**src/rtl/core/nps_ram.sv**
```systemverilog
module nps_ram #(
  parameter int DEPTH = 64,
  parameter int WIDTH = 72
) (
  input  logic                                      clk_i,
  input  logic                                      we_i,
  input  logic [((DEPTH > 1) ? $clog2(DEPTH) : 1)-1:0] waddr_i,
  input  logic [WIDTH-1:0]                          wdata_i,
  input  logic [((DEPTH > 1) ? $clog2(DEPTH) : 1)-1:0] raddr_i,
  output logic [WIDTH-1:0]                          rdata_o
);

  logic [WIDTH-1:0] mem [DEPTH];

  always_ff @(posedge clk_i) begin
    if (we_i) begin
      mem[waddr_i] <= wdata_i;
    end
  end

  always_ff @(posedge clk_i) begin
    rdata_o <= mem[raddr_i];
  end

endmodule

```
**config.mk**
```make
export PLATFORM = sky130hd
export DESIGN_NAME = nps_ram
export DESIGN_NICKNAME = d
export VERILOG_FILES = /design/src/rtl/core/nps_ram.sv
export SDC_FILE = /design/constraint.sdc
export NUM_CORES = 2
export LEC_CHECK = 0
export BUFFER_PORTS_ARGS = -buffer_cell sky130_fd_sc_hd__buf_4
export CORE_ASPECT_RATIO = 1.4
export CORE_MARGIN = 2
export CORE_UTILIZATION = 45
export CTS_CLUSTER_SIZE = 30
export DETAILED_ROUTE_END_ITERATION = 12
export PLACE_DENSITY = 0.6
export SYNTH_ARGS = -nofsm -noshare
export SYNTH_HDL_FRONTEND = slang
export SYNTH_MEMORY_MAX_BITS = 65536
export SYNTH_SLANG_ARGS = --single-unit
export TNS_END_PERCENT = 30
```
**constraint.sdc**
```tcl
create_clock -name clk_i -period 7.08 [get_ports clk_i]
set_clock_uncertainty 0.05 [all_clocks]
set_input_delay 0.708 -clock clk_i [delete_from_list [all_inputs] [get_ports clk_i]]
set_output_delay 0.708 -clock clk_i [all_outputs]
set_load 0.005 [all_outputs]
```
======== Yosys cells after proc, flatten, opt, wreduce, memory -nomap -nowiden ========
Memories as Yosys holds them, arrays and structs flattened. A register that Yosys moved wholly into a read port is not among the register bits.
Index checks and enable logic that the tools add are counted.
operators by class
  $add $sub $neg .......................... 0
  multipliers ............................. 0
  divide/modulo/power cells ............... 0
  $lt $le $gt $ge ......................... 0
  eq/ne operators ......................... 0
  shift operators ......................... 0
  mux-type cells .......................... 2
  bitwise operators ....................... 0
  reduce and logical (&&, ||, !) cells .... 0
operator list
  cell              count
  2-to-1 mux 1 bit  2
storage, ports and cells
  register bits ........................... 0
  bits in latches ......................... 0
  bits in writable memories ............... 4608
  bits in read-only memories .............. 0
  output and inout port bits .............. 72
  word-level logic and storage cells ...... 3
  memories ................................ 1
memory list
  name  depth  width  rd ports  clocked after memory_dff  write ports  line  text
  mem   64     72     1         1                         1            13    logic [WIDTH-1:0] mem [DEPTH];

======== Longest topological paths before layout ========
  word-level depth ........................ 2
  mapped depth ............................ 8
  gate-level depth less buffers ........... 4

======== Worst setup path before layout ========
OpenSTA, ideal clock, no wires.
  path kind ............................... in2reg
  from .................................... input waddr_i[3] (netlist name)
  to ...................................... memory mem[48][0], enable pin
  setup time .............................. 590 ps
  data arrival time ....................... 6116 ps
  data required time ...................... 6440 ps
  slack ................................... 323 ps
  stages .................................. 4
  cell sequence ........................... clkbuf_1 nor2b_1 nand4b_1 nor3_1
RTL lines
  element          line  text
  start, declared  7     input logic [((DEPTH > 1) ? $clog2(DEPTH) : 1)-1:0] waddr_i,
  end, declared    13
Straight into the memory's write port.

==> run metrics <==
vias in the first global route=85771; adder-cell share of the synthesized area=0%; die width=~530 microns; number of sinks on the clock net=between 4000 and 5000; row count=271; starting utilization of the core area=between 40% and 50%; vias after detailed routing=between 80000 and 90000; dominant combinational cell family by area after synthesis=multiplexers; most frequent standard cell in the layout excluding fill and tap cells=sky130_fd_sc_hd__edfxtp_1; cell count after synthesis=7305; leading cell types in the layout, fill and taps excluded=sky130_fd_sc_hd__edfxtp_1, sky130_fd_sc_hd__mux4_2, sky130_fd_sc_hd__clkbuf_16, sky130_fd_sc_hd__buf_4, sky130_fd_sc_hd__a22oi_1; post-synthesis net count=approximately 7400; endpoint kind of the worst setup timing path=register; Worst Setup SP=raddr_i[2]; #FFs+latches synth=4680; antenna violations before repair=between 40 and 50; upper clock frequency limit=between 300 and 400 MHz; Post-layout nets=7817; unrepaired setup endpoints after global routing=no; number of nets with antenna violations after detailed routing=0; global placement routability congestion=0.777; max-slew violations=0; Layout fillers=30061; clock latency of the later-clocked register in the worst-skew pair=1.01 ns; leakage power figure=about 60 nW; synthesized area divided by synthesized cell count=~24 sq um; Slew headroom=8.40%; HP Class=in2reg; maximum vdd ir drop=0.230 mV; result of the run=finished clean; pin count of the biggest net entering global routing=112; final worst path period need=~3.1 ns; Overflow after GRT=0; source of the worst register-to-register timing path=mem[10][10]; First-pass DRT Iterations=6; Die Span Y=around 740 microns; wire length of the first global-routing pass=708000 microns; total power=56.2 mW; synth-to-layout area growth=12.8%; required time worst endpoint=7.91 ns; unique cell type count in the Yosys netlist=27; Setup CP Type=in2reg; routed wire length=518000 microns; CORE AREA=388000 sq um; die area=394000 sq um; CTS buffer count=~430; Setup-failing EPs final=0; logic depth of the worst register-to-register path=4; arrival time of data at the critical path endpoint=3.96 ns; 1st-iter DRT viols=11952; H-tree level count=5; CTS clk-pin slew, worst paths=0.06 ns; portion of netlist area occupied by mux cells=between 15 and 20%; area of the mapped netlist=175000 sq um; overall fraction of global-route tracks in use=26.0%; period utilisation layout=44.2%; buffers added on ports=157; Post-Synth XOR/XNOR Area=0%; final hold viol count=0; routed wire length per instance=between 30 and 40 microns; Max Buffers Root-to-Sink=4; drt drc=0; Seq/Total Area, Yosys=79.8%; Synth Area in Compound Gates=2.74%; Root Driver=sky130_fd_sc_hd__clkbuf_16; total setup buffers inserted after CTS=0; Critical Path Source Type=input pin; I/O pin cnt=158; share of cells above drive strength 1=27.7%; Max-cap violations=0; launch instance of the worst min-delay path=wdata_i[17]; sum of net half-perimeters after detailed placement=~270000 microns; Worst-Margin Slew=approximately 1.4 ns; simple-gate share of the synthesized area=0.882%; highest fanout seen on the critical path=60; sum of negative setup slack=0 ns; Syn. warnings=0; power per standard cell area=around 280 nW/um^2; CTS Hold Bufs=0; Hold Path Cell Cnt=1; clock tree from TritonCTS=yes; via count normalized by instance count=6.44; PostCTS Resize Cnt=0
## Yosys cell counts
library cell	n	area share (%)
sky130_fd_sc_hd__nand2_1	8	0.017
sky130_fd_sc_hd__edfxtp_1	4608	79
sky130_fd_sc_hd__or3b_2	4	0.020
sky130_fd_sc_hd__o221ai_1	54	0.27
sky130_fd_sc_hd__dfxtp_1	72	0.82
sky130_fd_sc_hd__nor2_1	120	0.26
sky130_fd_sc_hd__buf_6	2	0.013
sky130_fd_sc_hd__o22ai_1	144	0.51
sky130_fd_sc_hd__nand3b_1	26	0.11
sky130_fd_sc_hd__mux4_2	1152	15
sky130_fd_sc_hd__nor3_1	2	0.0057
sky130_fd_sc_hd__nand4b_1	1	0.0050
sky130_fd_sc_hd__nor2b_1	9	0.032
sky130_fd_sc_hd__nand4_1	2	0.0071
sky130_fd_sc_hd__or2_2	2	0.0071
sky130_fd_sc_hd__buf_4	56	0.24
sky130_fd_sc_hd__nand2b_1	9	0.032
sky130_fd_sc_hd__a211oi_1	72	0.31
sky130_fd_sc_hd__or3_1	3	0.011
sky130_fd_sc_hd__clkbuf_1	143	0.31
sky130_fd_sc_hd__mux2i_1	108	0.62
sky130_fd_sc_hd__buf_1	27	0.058
sky130_fd_sc_hd__and2_1	3	0.011
sky130_fd_sc_hd__o211a_1	72	0.41
sky130_fd_sc_hd__a22oi_1	288	1.2
sky130_fd_sc_hd__buf_2	190	0.54
sky130_fd_sc_hd__nand3_1	128	0.37
## power breakdown
group | switching (mW) | internal, mW | leakage, nW
Clock | 10.2 | 12.6 | 6.66
Combinational | 1.64 | 0.976 | 12.2
Sequential | 0.146 | 30.7 | 42.1
Total | 12.0 | 44.3 | 60.9
## registers in the layout, summed over array words and instances, names as in the netlist
name / count
mem: 4608
rdata_o: 72
## final cells by class
class	count	area, sq um	share of cell area, %
sequential	4680	140000	70.8
multi-input combinational	2207	33900	17.2
antenna	16	40.0	0.0203
tap	5187	6490	3.28
clock inverter	211	1830	0.925
timing repair buffer	408	3660	1.85
clock buffer	583	11800	5.97
## worst max-delay path: stages
cell                      delay, ns
sky130_fd_sc_hd__buf_8         0.54
sky130_fd_sc_hd__buf_4         0.80
sky130_fd_sc_hd__buf_4         0.72
sky130_fd_sc_hd__mux4_2        0.41
sky130_fd_sc_hd__mux2i_1       0.18
sky130_fd_sc_hd__o22ai_1       0.13
sky130_fd_sc_hd__o211a_1       0.26
## cell families after synthesis
logic type | Yosys count
AO/OA/AOI/OAI | 630
flip-flops | 4680
AND/OR/NAND/NOR | 317
multiplexers | 1260
buffers and inverters | 418
## layer usage
metal	global-route usage (%)	part of all wire (%)	wire length (microns)
met1	33.8	36	188000
met2	44.6	51	265000
met3	4.05	8.7	44900
met4	8.96	3.9	20000
met5	0	0.015	76
## per-stage QoR
step	area, sq um	hold WS (ns)	setup slack (ns)	utilization [%]	cells
after global routing	198000	0.183	3.87	50.9	13283
after global placement	184000	0.758	2.92	47.4	12482
final	198000	0.179	3.95	50.9	13292
after detailed placement	184000	0.767	2.97	47.4	12482
after CTS	198000	0.152	4.00	50.9	13276
after floorplan	175000	0.730	0.323	-	7305
## worst paths after layout
check	to	slack [ns]
min	mem[38][17]	0.18
max	rdata_o[42]	3.95
max reg2reg	rdata_o[10]	5.11
min reg2reg	rdata_o[69]	0.78
No activity file was read; power rests on OpenSTA's default activity.
