<file path="config.mk">
export PLATFORM = sky130hd
export DESIGN_NAME = nps_best
export DESIGN_NICKNAME = d
export VERILOG_FILES = /design/src/rtl/core/nps_pkg.sv /design/src/rtl/core/nps_best.sv
export SDC_FILE = /design/constraint.sdc
export NUM_CORES = 1
export LEC_CHECK = 0
export BUFFER_PORTS_ARGS = -buffer_cell sky130_fd_sc_hd__buf_4
export CAP_MARGIN = 25
export CORE_ASPECT_RATIO = 0.5
export CORE_UTILIZATION = 58
export CTS_CLUSTER_DIAMETER = 30
export DETAILED_ROUTE_END_ITERATION = 16
export PLACE_DENSITY = 0.91
export SYNTH_ARGS = -nofsm -noshare
export SYNTH_HDL_FRONTEND = slang
export SYNTH_SLANG_ARGS = --single-unit
</file>
<file path="constraint.sdc">
create_clock -name clk_i -period 9.5 [get_ports clk_i]
set_input_delay 0.475 -clock clk_i [delete_from_list [all_inputs] [get_ports clk_i]]
set_output_delay 0.475 -clock clk_i [all_outputs]
set_load 0.01 [all_outputs]
</file>
<file path="src/rtl/core/nps_pkg.sv">
package nps_pkg;

  localparam int MAX_PROBES = 64;
  localparam int COORD_BITS = 24;

  // Index of a stored entry, and a count that can also hold MAX_PROBES itself
  localparam int IDX_W = (MAX_PROBES > 1) ? $clog2(MAX_PROBES) : 1;
  localparam int CNT_W = $clog2(MAX_PROBES + 1);

  // Index fields of the result are fixed at 6 bits
  localparam int OUT_IDX_W = 6;

  // Squared distance: each |d| fits COORD_BITS, three squares add two bits
  localparam int MAG_W  = COORD_BITS;
  localparam int SQ_W   = 2 * MAG_W;
  localparam int DIST_W = SQ_W + 2;

  // RAM read plus three distance stages
  localparam int PIPE_DEPTH = 4;

  typedef enum logic [1:0] {
    CMD_ADD_LIGHT = 2'd0,
    CMD_ADD_REFL  = 2'd1,
    CMD_QUERY     = 2'd2
  } cmd_e;

  typedef enum logic [1:0] {
    STAT_ADDED   = 2'd0,
    STAT_FULL    = 2'd1,
    STAT_ANSWER  = 2'd2
  } status_e;

  typedef enum logic [1:0] {
    SRC_NEAREST  = 2'd0,
    SRC_FALLBACK = 2'd1,
    SRC_NONE     = 2'd2
  } src_e;

  typedef enum logic [1:0] {
    MODE_NEAREST  = 2'd0,
    MODE_DISABLED = 2'd1,
    MODE_OTHER    = 2'd2
  } blend_e;

  typedef enum logic [1:0] {
    ST_IDLE,
    ST_SCAN,
    ST_DRAIN,
    ST_DONE
  } state_e;

  typedef struct packed {
    logic signed [COORD_BITS-1:0] x;
    logic signed [COORD_BITS-1:0] y;
    logic signed [COORD_BITS-1:0] z;
  } pos_t;

  localparam int POS_W = $bits(pos_t);

  // Travels alongside a read through the RAM and distance pipeline
  typedef struct packed {
    logic             vl;
    logic             vr;
    logic [IDX_W-1:0] idx;
  } tag_t;

endpackage

</file>
<file path="src/rtl/core/nps_best.sv">
module nps_best (
  input  logic                        clk_i,
  input  logic                        rst_ni,
  input  logic                        clear_i,
  input  logic                        valid_i,
  input  logic [nps_pkg::IDX_W-1:0]   idx_i,
  input  logic [nps_pkg::DIST_W-1:0]  dist_i,
  output logic [nps_pkg::IDX_W-1:0]   idx_o
);
  import nps_pkg::*;

  logic              has_q, has_d;
  logic [IDX_W-1:0]  best_q, best_d;
  logic [DIST_W-1:0] bd_q, bd_d;
  logic              take;

  // Strict compare keeps the lowest index on ties
  assign take = valid_i && (!has_q || (dist_i < bd_q));

  always_comb begin
    has_d  = has_q;
    best_d = best_q;
    bd_d   = bd_q;
    if (clear_i) begin
      has_d = 1'b0;
    end else if (take) begin
      has_d  = 1'b1;
      best_d = idx_i;
      bd_d   = dist_i;
    end
  end

  always_ff @(posedge clk_i or negedge rst_ni) begin
    if (!rst_ni) begin
      has_q <= 1'b0;
    end else begin
      has_q <= has_d;
    end
  end

  always_ff @(posedge clk_i) begin
    best_q <= best_d;
    bd_q   <= bd_d;
  end

  assign idx_o = best_q;

endmodule

</file>
## Word level (Yosys, flattened, before mapping)

Cells that the tools add are included.

| storage, ports and cells | value |
|---|---|
| bits in registers | 57 |
| input port bits | 60 |
| output and inout port bits | 6 |

| operators by class | value |
|---|---|
| magnitude comparators | 1 |
| multiplexer cells | 2 |
| bitwise logic cells | 1 |
| reduce and logical (&&, ||, !) cells | 5 |

Operators by type and width:

| kind | count |
|---|---|
| < comparator 50 bit | 1 |
| 2-to-1 mux 1 bit | 2 |
| AND reduction 2 bit | 1 |
| nonzero test 2 bit | 1 |
| logical AND 1 bit | 1 |
| zero test 1 bit | 1 |
| logical OR 1 bit | 1 |
| inverter 1 bit | 1 |

## Longest topological paths before layout

| logic depth | value |
|---|---|
| word-level depth | 5 |
| mapped depth | 8 |

## Worst setup path after synthesis

No wires, ideal clock.

| timing path | value |
|---|---|
| path type | input port to flip-flop |
| start | in dist_i[32] in the netlist's numbering |
| end | reg bd_q[0], enable pin |
| setup time | 460 ps |
| arrival time | 3,799 ps |
| path slack | 5,242 ps |
| stages | 7 |
| path buffers | 0 |
| path through | ha_1 nand4_1 nor3_1 a221o_1 a211oi_2 a21oi_1 nor3_2 |

| on the way | value |
|---|---|
| word-level cells in the longest chain between the ends | 4 |

Ends and longest elaborated chain:

| what | line | source |
|---|---|---|
| start: declaration | nps_best.sv:7 | `input logic [nps_pkg::DIST_W-1:0] dist_i,` |
| < comparator 50 bit | nps_best.sv:18 | `assign take = valid_i && (!has_q \|\| (dist_i < bd_q));` |
| logical OR 1 bit | nps_best.sv:18 |  |
| logical AND 1 bit | nps_best.sv:18 |  |
| AND reduction 2 bit (no source line) | - |  |
| end signal: assignment | nps_best.sv:43 | `bd_q <= bd_d;` |
| end: declaration | nps_best.sv:14 | `logic [DIST_W-1:0] bd_q, bd_d;` |

Every way passes these cells.
A chain may end at the register's enable or synchronous reset.

## Worst setup path in the final report

| timing path | value |
|---|---|
| start | reg bd_q[32] |
| end | reg bd_q[43], enable pin |

| on the way | value |
|---|---|
| word-level cells in the longest chain between the ends | 4 |

Ends and longest elaborated chain:

| what | line |
|---|---|
| < comparator 50 bit | nps_best.sv:18 |
| logical OR 1 bit | nps_best.sv:18 |
| logical AND 1 bit | nps_best.sv:18 |
| AND reduction 2 bit (no source line) | - |

Every way passes these cells.

==> results.sh <==
export IMPL_status="finished, final reports clean"
export IMPL_first_pass_iters=4
export IMPL_post_cts_resized=0
export IMPL_relSlewSlack=0.595
export IMPL_yosys_warnings=0
export IMPL_ctsHoldBuffers=1
export IMPL_synth_avg_cell_area_um2=12.4
export IMPL_design_area_um2=3720
export IMPL_fmax_ghz=0.329
export IMPL_setup_viol=0
export IMPL_post_cts_repair_setup_buffers=0
export IMPL_p_sw_frac=0.241
export IMPL_clock_latency_ns=0.34
export IMPL_synth_common_cells="edfxtp_1, ha_1, inv_1"
export IMPL_critPathMaxStageDelay_ns=0.59
export IMPL_rsz0062_at_grt="no"
export IMPL_cts_buffer_depth=2
export IMPL_internal_power_mw=0.457
export IMPL_crit_end="bd_q[43]"
export IMPL_cp_top_family="simple AND/OR/NAND/NOR gates"
export IMPL_grt_pass1_vias=2200
export IMPL_final_util=0.803
export IMPL_via_per_inst=5.46
export IMPL_ys_seq_area_frac=0.577
export IMPL_drc=0
export IMPL_gp_congestion=0.765
export IMPL_worst_ir_drop_vdd_v=0.000113
export IMPL_fin_skew_ns=0.00462
export IMPL_min_path_type="in2reg"
export IMPL_cp_data_required_time_ns=9.47
export IMPL_nFillCells=269
export IMPL_p_seq_frac=0.504
export IMPL_crit_buf_inv=2
export IMPL_rr_worst_depth=9
export IMPL_cp_max_fo=47
export IMPL_pwr_share_comb=0.154
export IMPL_switchingPower_mw=0.145
export IMPL_final_cells=387
export IMPL_async_flop_share=0.0175
export IMPL_use_met3=0.0880
export IMPL_cp_arrival_ns=3.01
export IMPL_wire_per_inst_um=15.9
export IMPL_core_region_area_um2=4640
export IMPL_synth_ff_type="edfxtp_1"
export IMPL_finalHoldViolations=0
export IMPL_r2r_start="bd_q[32]"
export IMPL_grt_pass1_wl_um=9820
export IMPL_clkPwrFrac=0.341
export IMPL_crit_path_start_kind="flip-flop"
export IMPL_yosysMostFrequentCell="edfxtp_1"
export IMPL_use_met2=0.469
export IMPL_drtIter0Drc=65
export IMPL_worstPathCellList="inv_1 > ha_1 > nand4_1 > nor3_1 > a221o_1 > a211oi_2 > a21oi_1 > nor3_4 > buf_4"
export IMPL_leakagePower_nw=1.73
export IMPL_fin_crit_ns=3.04
export IMPL_hold_ws_ns=0.301
export IMPL_synth_top_area_frac=0.569
export IMPL_final_nets=426
export IMPL_clkTransAtPathRegs_ns=0.06
export IMPL_overflow=0
export IMPL_finalPower_mw=0.602
export IMPL_cts_tree="done"
export IMPL_path_class="reg2reg"
export IMPL_busiest_layer="met2"
export IMPL_ys_seq_elements=57
export IMPL_std_cell_rows=17
export IMPL_h_tree_depth=3
export IMPL_drv_cap=0
export IMPL_cts_root_buffer="clkbuf_8"
export IMPL_crit_start="bd_q[32]"
export IMPL_power_density_nw_per_um2=162
export IMPL_syn_area_um2=2960
export IMPL_crit_slowest_cell="buf_4"
export IMPL_die_h_um=52.5
export IMPL_end_kind="flip-flop"
export IMPL_drive_gt1_frac=0.246
export IMPL_synth_top_area_cell="edfxtp_1"
export IMPL_antenna_cells=0
export IMPL_die_x_um=103
export IMPL_ant_nets=0
export IMPL_grt_max_degree=48
export IMPL_initial_core_util=0.637
export IMPL_use_met1=0.266
export IMPL_antenna_found_initial=0
export IMPL_post_dp_cell_area_um2=3540
export IMPL_ys_types=23
export IMPL_r2r_end="bd_q[43]"
export IMPL_synth_edff_count=56
export IMPL_worst_slew_pin_slew_ns=0.607
export IMPL_syn_nets=348
export IMPL_drt_total_wl_um=6170
export IMPL_crit_cells=9
export IMPL_pin_count=66
export IMPL_dpl_hpwl_um=4360
export IMPL_synthTopCellsByArea="edfxtp_1, ha_1, inv_1"
export IMPL_vias=2113
export IMPL_r2r_setup_slack_ns=6.46
export IMPL_synth_cells=239
export IMPL_area_delta_synth_final_pct=26.0
export IMPL_fin_ws_ns=6.46
export IMPL_slew_violations=0
export IMPL_regArea_um2=1710
export IMPL_die_area_um2=5400
export IMPL_post_place_ws_ns=6.20
export IMPL_placed_cells=371
export IMPL_cts_sinks=57
export IMPL_fin_setup_tns_ns=0
export IMPL_grtUsageTotal=0.259
export IMPL_multi_input_area_um2=1070
export IMPL_io_buffers=65
export IMPL_fin_crit_sh=0.320
export IMPL_cts_inserted_buffers=9
## power groups by stage
stage / Clock, mW / Sequential, mW / Combinational, mW
floorplan: 0 / 0.309 / 0.0468
CTS: 0.210 / 0.304 / 0.0926
global placement: 0 / 0.307 / 0.0818
global route: 0.218 / 0.305 / 0.103
detailed placement: 0 / 0.309 / 0.0891
finish: 0.205 / 0.304 / 0.0928
## final cells by class
| class | instances | share of cell area |
|---|---|---|
| timing repair buffer | 67 | 0.136 |
| inverter | 49 | 0.0494 |
| tap | 66 | 0.0222 |
| clock inverter | 6 | 0.0134 |
| sequential | 57 | 0.458 |
| multi-input combinational | 133 | 0.288 |
| clock buffer | 9 | 0.0333 |
## worst min-delay path by stage
stage / from / endpoint / cells after the start
after global placement: rst_ni / has_q / 1
after global routing: idx_i[3] / idx_o[3] / 1
final: clear_i / has_q / 2
after floorplan: rst_ni / has_q / 0
after detailed placement: rst_ni / has_q / 1
after CTS: clear_i / has_q / 2
## cell usage in the layout, fill, tap and decap left out, types with 2 or more instances in the layout
cell,instances
clkinv_1,4
inv_1,49
nand2_1,12
ha_1,49
nor2_1,8
buf_4,66
edfxtp_1,56
a21o_1,3
nand4_1,9
nor3b_1,2
clkbuf_8,9
a21oi_1,24
o21ai_0,7
nand3_1,8
## state kept, by name, indices dropped and copies added (netlist names)
register and count:
bd_q 50, has_q 1, idx_o 6
## cells by family after synthesis
group                    after synthesis  share of synthesized area
flip-flops                            57                      0.577
AND/OR/NAND/NOR                       43                     0.0724
AO/OA/AOI/OAI                         41                     0.0804
buffers and inverters                 49                     0.0622
adder cells (fa/ha/maj)               49                      0.207
## worst register-to-register path, cell delays in order, from the launching register on
cell,delay (ns)
edfxtp_1,0.37
inv_1,0.07
ha_1,0.24
nand4_1,0.19
nor3_1,0.09
a221o_1,0.34
a211oi_2,0.20
a21oi_1,0.13
nor3_4,0.43
buf_4,0.59
## metal layers
layer | vias to the layer above | wire [um]
met4 | 0 | 249
met5 | - | 0
met2 | 75 | 3240
li1 | 1021 | -
met1 | 991 | 2360
met3 | 26 | 313
(Power assumes the default switching activity.)
