### config.mk
export PLATFORM = sky130hd
export DESIGN_NAME = nps_dist
export DESIGN_NICKNAME = d
export VERILOG_FILES = /design/src/rtl/core/nps_pkg.sv /design/src/rtl/core/nps_dist.sv
export SDC_FILE = /design/constraint.sdc
export NUM_CORES = 2
export LEC_CHECK = 0
export ABC_AREA = 1
export BUFFER_PORTS_ARGS = -buffer_cell sky130_fd_sc_hd__buf_2
export CORE_MARGIN = 2
export CORE_UTILIZATION = 60
export CTS_BUF_LIST = sky130_fd_sc_hd__clkbuf_16
export CTS_CLUSTER_DIAMETER = 120
export DETAILED_ROUTE_END_ITERATION = 12
export GPL_TIMING_DRIVEN = 0
export PLACE_DENSITY = 0.8
export SLEW_MARGIN = 20
export SYNTH_ARGS = -nofsm -noshare
export SYNTH_HDL_FRONTEND = slang
export SYNTH_SLANG_ARGS = --single-unit
export TNS_END_PERCENT = 100
### constraint.sdc
create_clock -name clk_i -period 5.75 [get_ports clk_i]
set_input_delay 1.15 -clock clk_i [delete_from_list [all_inputs] [get_ports clk_i]]
set_output_delay 1.15 -clock clk_i [all_outputs]
set_load 0.05 [all_outputs]
### src/rtl/core/nps_pkg.sv
package nps_pkg;

  localparam int MAX_PROBES = 64;
  localparam int COORD_BITS = 24;

  // Index of a stored entry, and a count that can also hold MAX_PROBES itself
  localparam int IDX_W = (MAX_PROBES > 1) ? $clog2(MAX_PROBES) : 1;
  localparam int CNT_W = $clog2(MAX_PROBES + 1);

  // Index fields of the result are fixed at 6 bits
  localparam int OUT_IDX_W = 6;

  // Squared distance: each |d| fits COORD_BITS, three squares add two bits
  localparam int MAG_W  = COORD_BITS;
  localparam int SQ_W   = 2 * MAG_W;
  localparam int DIST_W = SQ_W + 2;

  // RAM read plus three distance stages
  localparam int PIPE_DEPTH = 4;

  typedef enum logic [1:0] {
    CMD_ADD_LIGHT = 2'd0,
    CMD_ADD_REFL  = 2'd1,
    CMD_QUERY     = 2'd2
  } cmd_e;

  typedef enum logic [1:0] {
    STAT_ADDED   = 2'd0,
    STAT_FULL    = 2'd1,
    STAT_ANSWER  = 2'd2
  } status_e;

  typedef enum logic [1:0] {
    SRC_NEAREST  = 2'd0,
    SRC_FALLBACK = 2'd1,
    SRC_NONE     = 2'd2
  } src_e;

  typedef enum logic [1:0] {
    MODE_NEAREST  = 2'd0,
    MODE_DISABLED = 2'd1,
    MODE_OTHER    = 2'd2
  } blend_e;

  typedef enum logic [1:0] {
    ST_IDLE,
    ST_SCAN,
    ST_DRAIN,
    ST_DONE
  } state_e;

  typedef struct packed {
    logic signed [COORD_BITS-1:0] x;
    logic signed [COORD_BITS-1:0] y;
    logic signed [COORD_BITS-1:0] z;
  } pos_t;

  localparam int POS_W = $bits(pos_t);

  // Travels alongside a read through the RAM and distance pipeline
  typedef struct packed {
    logic             vl;
    logic             vr;
    logic [IDX_W-1:0] idx;
  } tag_t;

endpackage

### src/rtl/core/nps_dist.sv
module nps_dist (
  input  logic                         clk_i,
  input  nps_pkg::pos_t                p_i,
  input  nps_pkg::pos_t                q_i,
  output logic [nps_pkg::DIST_W-1:0]   dist_o
);
  import nps_pkg::*;

  logic signed [COORD_BITS:0] dx, dy, dz;
  logic [MAG_W-1:0]           ax_d, ay_d, az_d;
  logic [MAG_W-1:0]           ax_q, ay_q, az_q;
  logic [SQ_W-1:0]            sx_q, sy_q, sz_q;
  logic [DIST_W-1:0]          sum_d;

  // Stage 1: per-axis difference and magnitude
  always_comb begin
    dx = {p_i.x[COORD_BITS-1], p_i.x} - {q_i.x[COORD_BITS-1], q_i.x};
    dy = {p_i.y[COORD_BITS-1], p_i.y} - {q_i.y[COORD_BITS-1], q_i.y};
    dz = {p_i.z[COORD_BITS-1], p_i.z} - {q_i.z[COORD_BITS-1], q_i.z};
    ax_d = dx[COORD_BITS] ? MAG_W'(-dx) : MAG_W'(dx);
    ay_d = dy[COORD_BITS] ? MAG_W'(-dy) : MAG_W'(dy);
    az_d = dz[COORD_BITS] ? MAG_W'(-dz) : MAG_W'(dz);
  end

  assign sum_d = DIST_W'(sx_q) + DIST_W'(sy_q) + DIST_W'(sz_q);

  always_ff @(posedge clk_i) begin
    ax_q   <= ax_d;
    ay_q   <= ay_d;
    az_q   <= az_d;
    // Stage 2: one square per axis
    sx_q   <= SQ_W'(ax_q) * SQ_W'(ax_q);
    sy_q   <= SQ_W'(ay_q) * SQ_W'(ay_q);
    sz_q   <= SQ_W'(az_q) * SQ_W'(az_q);
    // Stage 3: sum
    dist_o <= sum_d;
  end

endmodule

Yosys cells after proc, flatten, opt, wreduce, memory -nomap -nowiden
Index checks and enable logic that the tools add are counted.
{"block": "classes", "addsub": 8, "muxes": 3, "multipliers": 3}
{"operator": "$mul 24x24->48", "count": 3}
{"operator": "$sub 24x24->25", "count": 3}
{"operator": "$mux 24", "count": 3}
{"operator": "$neg 24->24", "count": 3}
{"operator": "$add 49x48->50", "count": 1}
{"operator": "$add 48x48->49", "count": 1}
{"block": "totals", "ff_bits": 266}

Longest topological paths before layout
{"block": "depth", "ltp_word": 3, "ltp_mapped": 30, "mapped_depth_nobuf": 29}

Worst setup path before layout
OpenSTA, ideal clock, no wires.
{"block": "synth_path", "kind": "reg-to-reg", "start": "register az_q[2]", "end": "register sz_q[45]", "arrival_ns": 6.081, "stages_incl_launch_ff": 28, "setup_time_ns": 0.123, "setup_slack_ns": -0.454, "synth_period_minus_slack_ns": 6.204, "path_buffers": 1, "cell_sequence": "dfxtp_1 > clkbuf_1 > nand2_1 > fa_1 > inv_1 > fa_1 > inv_1 > fa_1 > inv_1 > fa_1 > inv_1 > fa_1 > inv_1 > fa_1 > inv_1 > fa_1 > inv_1 > ha_1 > nand2_1 > nor2_1 > nand4_1 > nor2_1 > nor2_1 > o21ai_0 > nand2_1 > nand2_1 > a21oi_1 > xor2_1"}
{"block": "synth_via", "elab_chain_len": 1}
{"element": "start, declared", "line": "nps_dist.sv:11", "source": "logic [MAG_W-1:0] ax_q, ay_q, az_q;"}
{"element": "start signal, assigned", "line": "nps_dist.sv:30", "source": "az_q <= az_d;"}
{"element": "$mul 24x24->48", "line": "nps_dist.sv:34", "source": "sz_q <= SQ_W'(az_q) * SQ_W'(az_q);"}
{"element": "end signal, assigned", "line": "nps_dist.sv:34"}
{"element": "end, declared", "line": "nps_dist.sv:12", "source": "logic [SQ_W-1:0] sx_q, sy_q, sz_q;"}
Every way passes these cells.

Final worst setup path
{"block": "layout_path", "start": "register az_q[7]", "end": "register sz_q[41]"}
Same word-level chain as after synthesis.

==> metrics.md <==
| Metric | Value |
|---|---|
| First element of the critical path | `az_q[7]` |
| Worst setup EP type | `register` |
| Setup repair after global routing missed its margin | `yes` |
| Number of buffers added by the clock tree synthesis step | `31` |
| Post-synth design cell area | `0.06551 mm²` |
| Cell area after placement | `0.06957 mm²` |
| Most frequent cells in the layout | `2371 x sky130_fd_sc_hd__inv_1, 1422 x sky130_fd_sc_hd__nand2_1, 1255 x sky130_fd_sc_hd__fa_1` |
| Initial standard-cell utilization of the core | `roughly 60%` |
| Die span in x | `about 330 µm` |
| Synth Flop Type | `sky130_fd_sc_hd__dfxtp_1` |
| Achievable Freq | `roughly 150 MHz` |
| Largest net degree at the start of global routing | `17` |
| Worst path max stage delay | `0.52 ns` |
| Post-synthesis average cell area | `roughly 8 µm²` |
| Final hold violation count | `0` |
| CTS tree | `yes` |
| Routed wire per std cell | `around 22 µm` |
| Antenna violations before repair | `16` |
| Clock Latency Late Sink | `0.67 ns` |
| Worst slew slack as a fraction of its limit | `roughly 40%` |
| Kind of cell with the highest combined delay on the critical path | `adder cells` |
| Remaining global-route overflow | `0` |
| Worst Setup Path Type | `register to register` |
| Final weighted congestion in routability-driven placement | `between 1 and 1.5` |
| Placement-stage worst setup slack | `-1.363 ns` |
| Number of slew-limit violations in the final report | `0` |
| Placement Rows | `between 100 and 150` |
| Endpoint of the worst setup timing path | `sz_q[41]` |
| Warnings, synthesis | `0` |
| Failing checks | `negative setup slack` |
| Proportion of synthesized flip-flops having asynchronous set or reset | `0%` |
| Capture instance of the worst register-to-register path | `sz_q[41]` |
| Startpoint type of the worst setup path | `register` |
| Worst-path clk slew | `0.07 ns` |
| Number of enable-type register cells in the synthesized netlist | `0` |
| Tmin final | `approximately 6.7 ns` |
| Detailed placement HPWL | `between 150000 and 200000 µm` |
| Run status | `finished, violations left` |
| Tightest Pin Transition | `about 0.9 ns` |
| Area of the die | `0.1118 mm²` |
| CTS Sinks | `approximately 260` |
| P&R area growth vs syn | `22.94%` |
| Data required time of the worst path | `6.28 ns` |
| Number of distinct library cells after synthesis | `56` |
| Worst path slowest cell | `sky130_fd_sc_hd__fa_1` |
| Setup slack, reg-to-reg | `-0.97 ns` |
| Number of top-level pins | `about 200` |
| Post-detailed-route via-to-cell ratio | `around 5.8` |
| Die Ht | `between 300 and 400 µm` |
| Most frequent standard cell in the layout excluding fill and tap cells | `sky130_fd_sc_hd__inv_1` |
| Synth area leader | `sky130_fd_sc_hd__fa_1` |
| Core area | `0.1086 mm²` |
| Share of the yosys chip area belonging to registers | `approximately 8%` |
| Synthesis-stage register bit count | `around 260` |
| Post-synthesis cell count | `between 8000 and 9000` |
| Drc violations | `0` |
| Final net count | `about 11000` |
| Tcrit/Tclk final | `116.9%` |
| Level count of the clock H-tree | `1` |
| Layout cell share with drive strength beyond 1 | `20.79%` |
| CTS Hold Buffers Added | `0` |
| Stages on worst setup path | `28` |
| Final count of negative-setup-slack endpoints | `99` |
| Library cell used as clock root buffer | `sky130_fd_sc_hd__clkbuf_16` |
| Top cells by area in the synthesized netlist | `sky130_fd_sc_hd__fa_1 40%, sky130_fd_sc_hd__inv_1 14%, sky130_fd_sc_hd__ha_1 12%, sky130_fd_sc_hd__nand2_1 9.4%, sky130_fd_sc_hd__dfxtp_1 8.0%` |
| Number of violations of the max-capacitance limit | `0` |
| Endpoint arrival time on the critical path | `between 7 and 8 ns` |
| Number of global-route vias before repair | `61590` |
| Detailed-route wire length | `~230000 µm` |
| CP max FO | `6` |
| Starting DRT DRC Count | `6704` |
| Non-Filler Cell Area, Final | `0.08054 mm²` |
| Antenna violation net count after detailed routing | `0` |
| Worst hold-check path type | `register to register` |
| Length in cells of the worst reg-to-reg path | `28` |
| R2R Path Start | `az_q[7]` |
| Total via count after detailed routing | `approximately 60000` |
| Count of buffering cells on the critical path with inverters included | `10` |
| 1st-pass router iterations | `9` |
| Buffers from clock root to sink, at most | `3` |
| Clock Skew | `approximately 0.038 ns` |
| Combined global-route utilization of all metal layers | `a little under two fifths` |
| Final worst slack | `-0.9727 ns` |
| Area share of the largest cell type after synthesis | `40.28%` |
| # port buffers | `just under 200` |
| Global-route wire length before repair | `around 330000 µm` |
-- what timing repair did --
action / 4_1_cts / 5_1_grt
gates resized for setup: 923 / 565
setup endpoints to repair: 105 / 98
cloned: 5 / 1
setup buffers: 321 / 144
pin swaps: 303 / 344
-- cells by family after synthesis --
logic type,share of synthesized area [%]
XOR/XNOR,3.619
flip-flops,8.037
buffers and inverters,15.41
adder cells (fa/ha/maj),52.63
AO/OA/AOI/OAI,5.623
AND/OR/NAND/NOR,14.67
other,0.005724
-- worst min path at each step --
stage	depth (start not counted)	slack, ns	startpoint	endpoint
CTS	1	0.57	az_q[0]	sz_q[0]
global placement	0	0.46	az_q[0]	sz_q[0]
floorplan	0	0.39	ax_q[0]	sx_q[0]
global route	1	0.58	az_q[0]	sz_q[0]
detailed placement	0	0.46	az_q[0]	sz_q[0]
finish	1	0.58	az_q[0]	sz_q[0]
-- state kept, by name (all words and copies together), names as in the netlist --
name and cells:
az_q 24, ay_q 24, ax_q 24, sz_q 47, sy_q 47, sx_q 47, dist_o 50
-- per-stage QoR --
step	std cells	hold slack, ns	utilization, %	TNS, ns
after floorplan	8208	0.3857	-	-0.1394
after global placement	9816	0.4599	64.09	-79.53
after detailed placement	9816	0.4620	64.09	-83.99
after CTS	10200	0.5669	71.26	-21.64
after global routing	10340	0.5795	74.17	-65.70
final	10350	0.5816	74.19	-53.88
-- metal layers --
metal	GRT usage, %	wire length, µm	share of wire [%]
met5	0	113	0.049
met3	10.80	31350	14
met2	59.57	101700	44
met4	23.74	20790	9.0
met1	45.86	76170	33
-- cell type report --
| class | count | area (µm²) |
|---|---|---|
| fill | 6973 | 28010 |
| sequential | 263 | 5518 |
| antenna | 10 | 25.02 |
| tap | 1414 | 1769 |
| clock inverter | 26 | 237.7 |
| buffer | 153 | 3059 |
| clock buffer | 32 | 800.8 |
| timing repair buffer | 661 | 5185 |
| inverter | 2531 | 9505 |
| multi-input combinational | 5261 | 54440 |
-- cells in the mapped netlist (11+ instances only) --
library cell and number:
sky130_fd_sc_hd__a31oi_1 32, sky130_fd_sc_hd__a21oi_1 324, sky130_fd_sc_hd__ha_1 647, sky130_fd_sc_hd__o21ai_0 182, sky130_fd_sc_hd__nor2_1 378, sky130_fd_sc_hd__nand4_1 50
sky130_fd_sc_hd__dfxtp_1 263, sky130_fd_sc_hd__nand2_1 1641, sky130_fd_sc_hd__nand2_2 27, sky130_fd_sc_hd__xor2_1 160, sky130_fd_sc_hd__o21bai_1 18, sky130_fd_sc_hd__nor2_2 11
sky130_fd_sc_hd__clkbuf_1 147, sky130_fd_sc_hd__nand3_1 154, sky130_fd_sc_hd__o21a_1 29, sky130_fd_sc_hd__nor3_1 34, sky130_fd_sc_hd__nand3b_1 26, sky130_fd_sc_hd__xnor2_1 107
sky130_fd_sc_hd__inv_1 2522, sky130_fd_sc_hd__a21o_1 25, sky130_fd_sc_hd__fa_1 1318
Power is not shown: default switching activity piles up to over one toggle a cycle in this logic, so the estimate is an artifact.
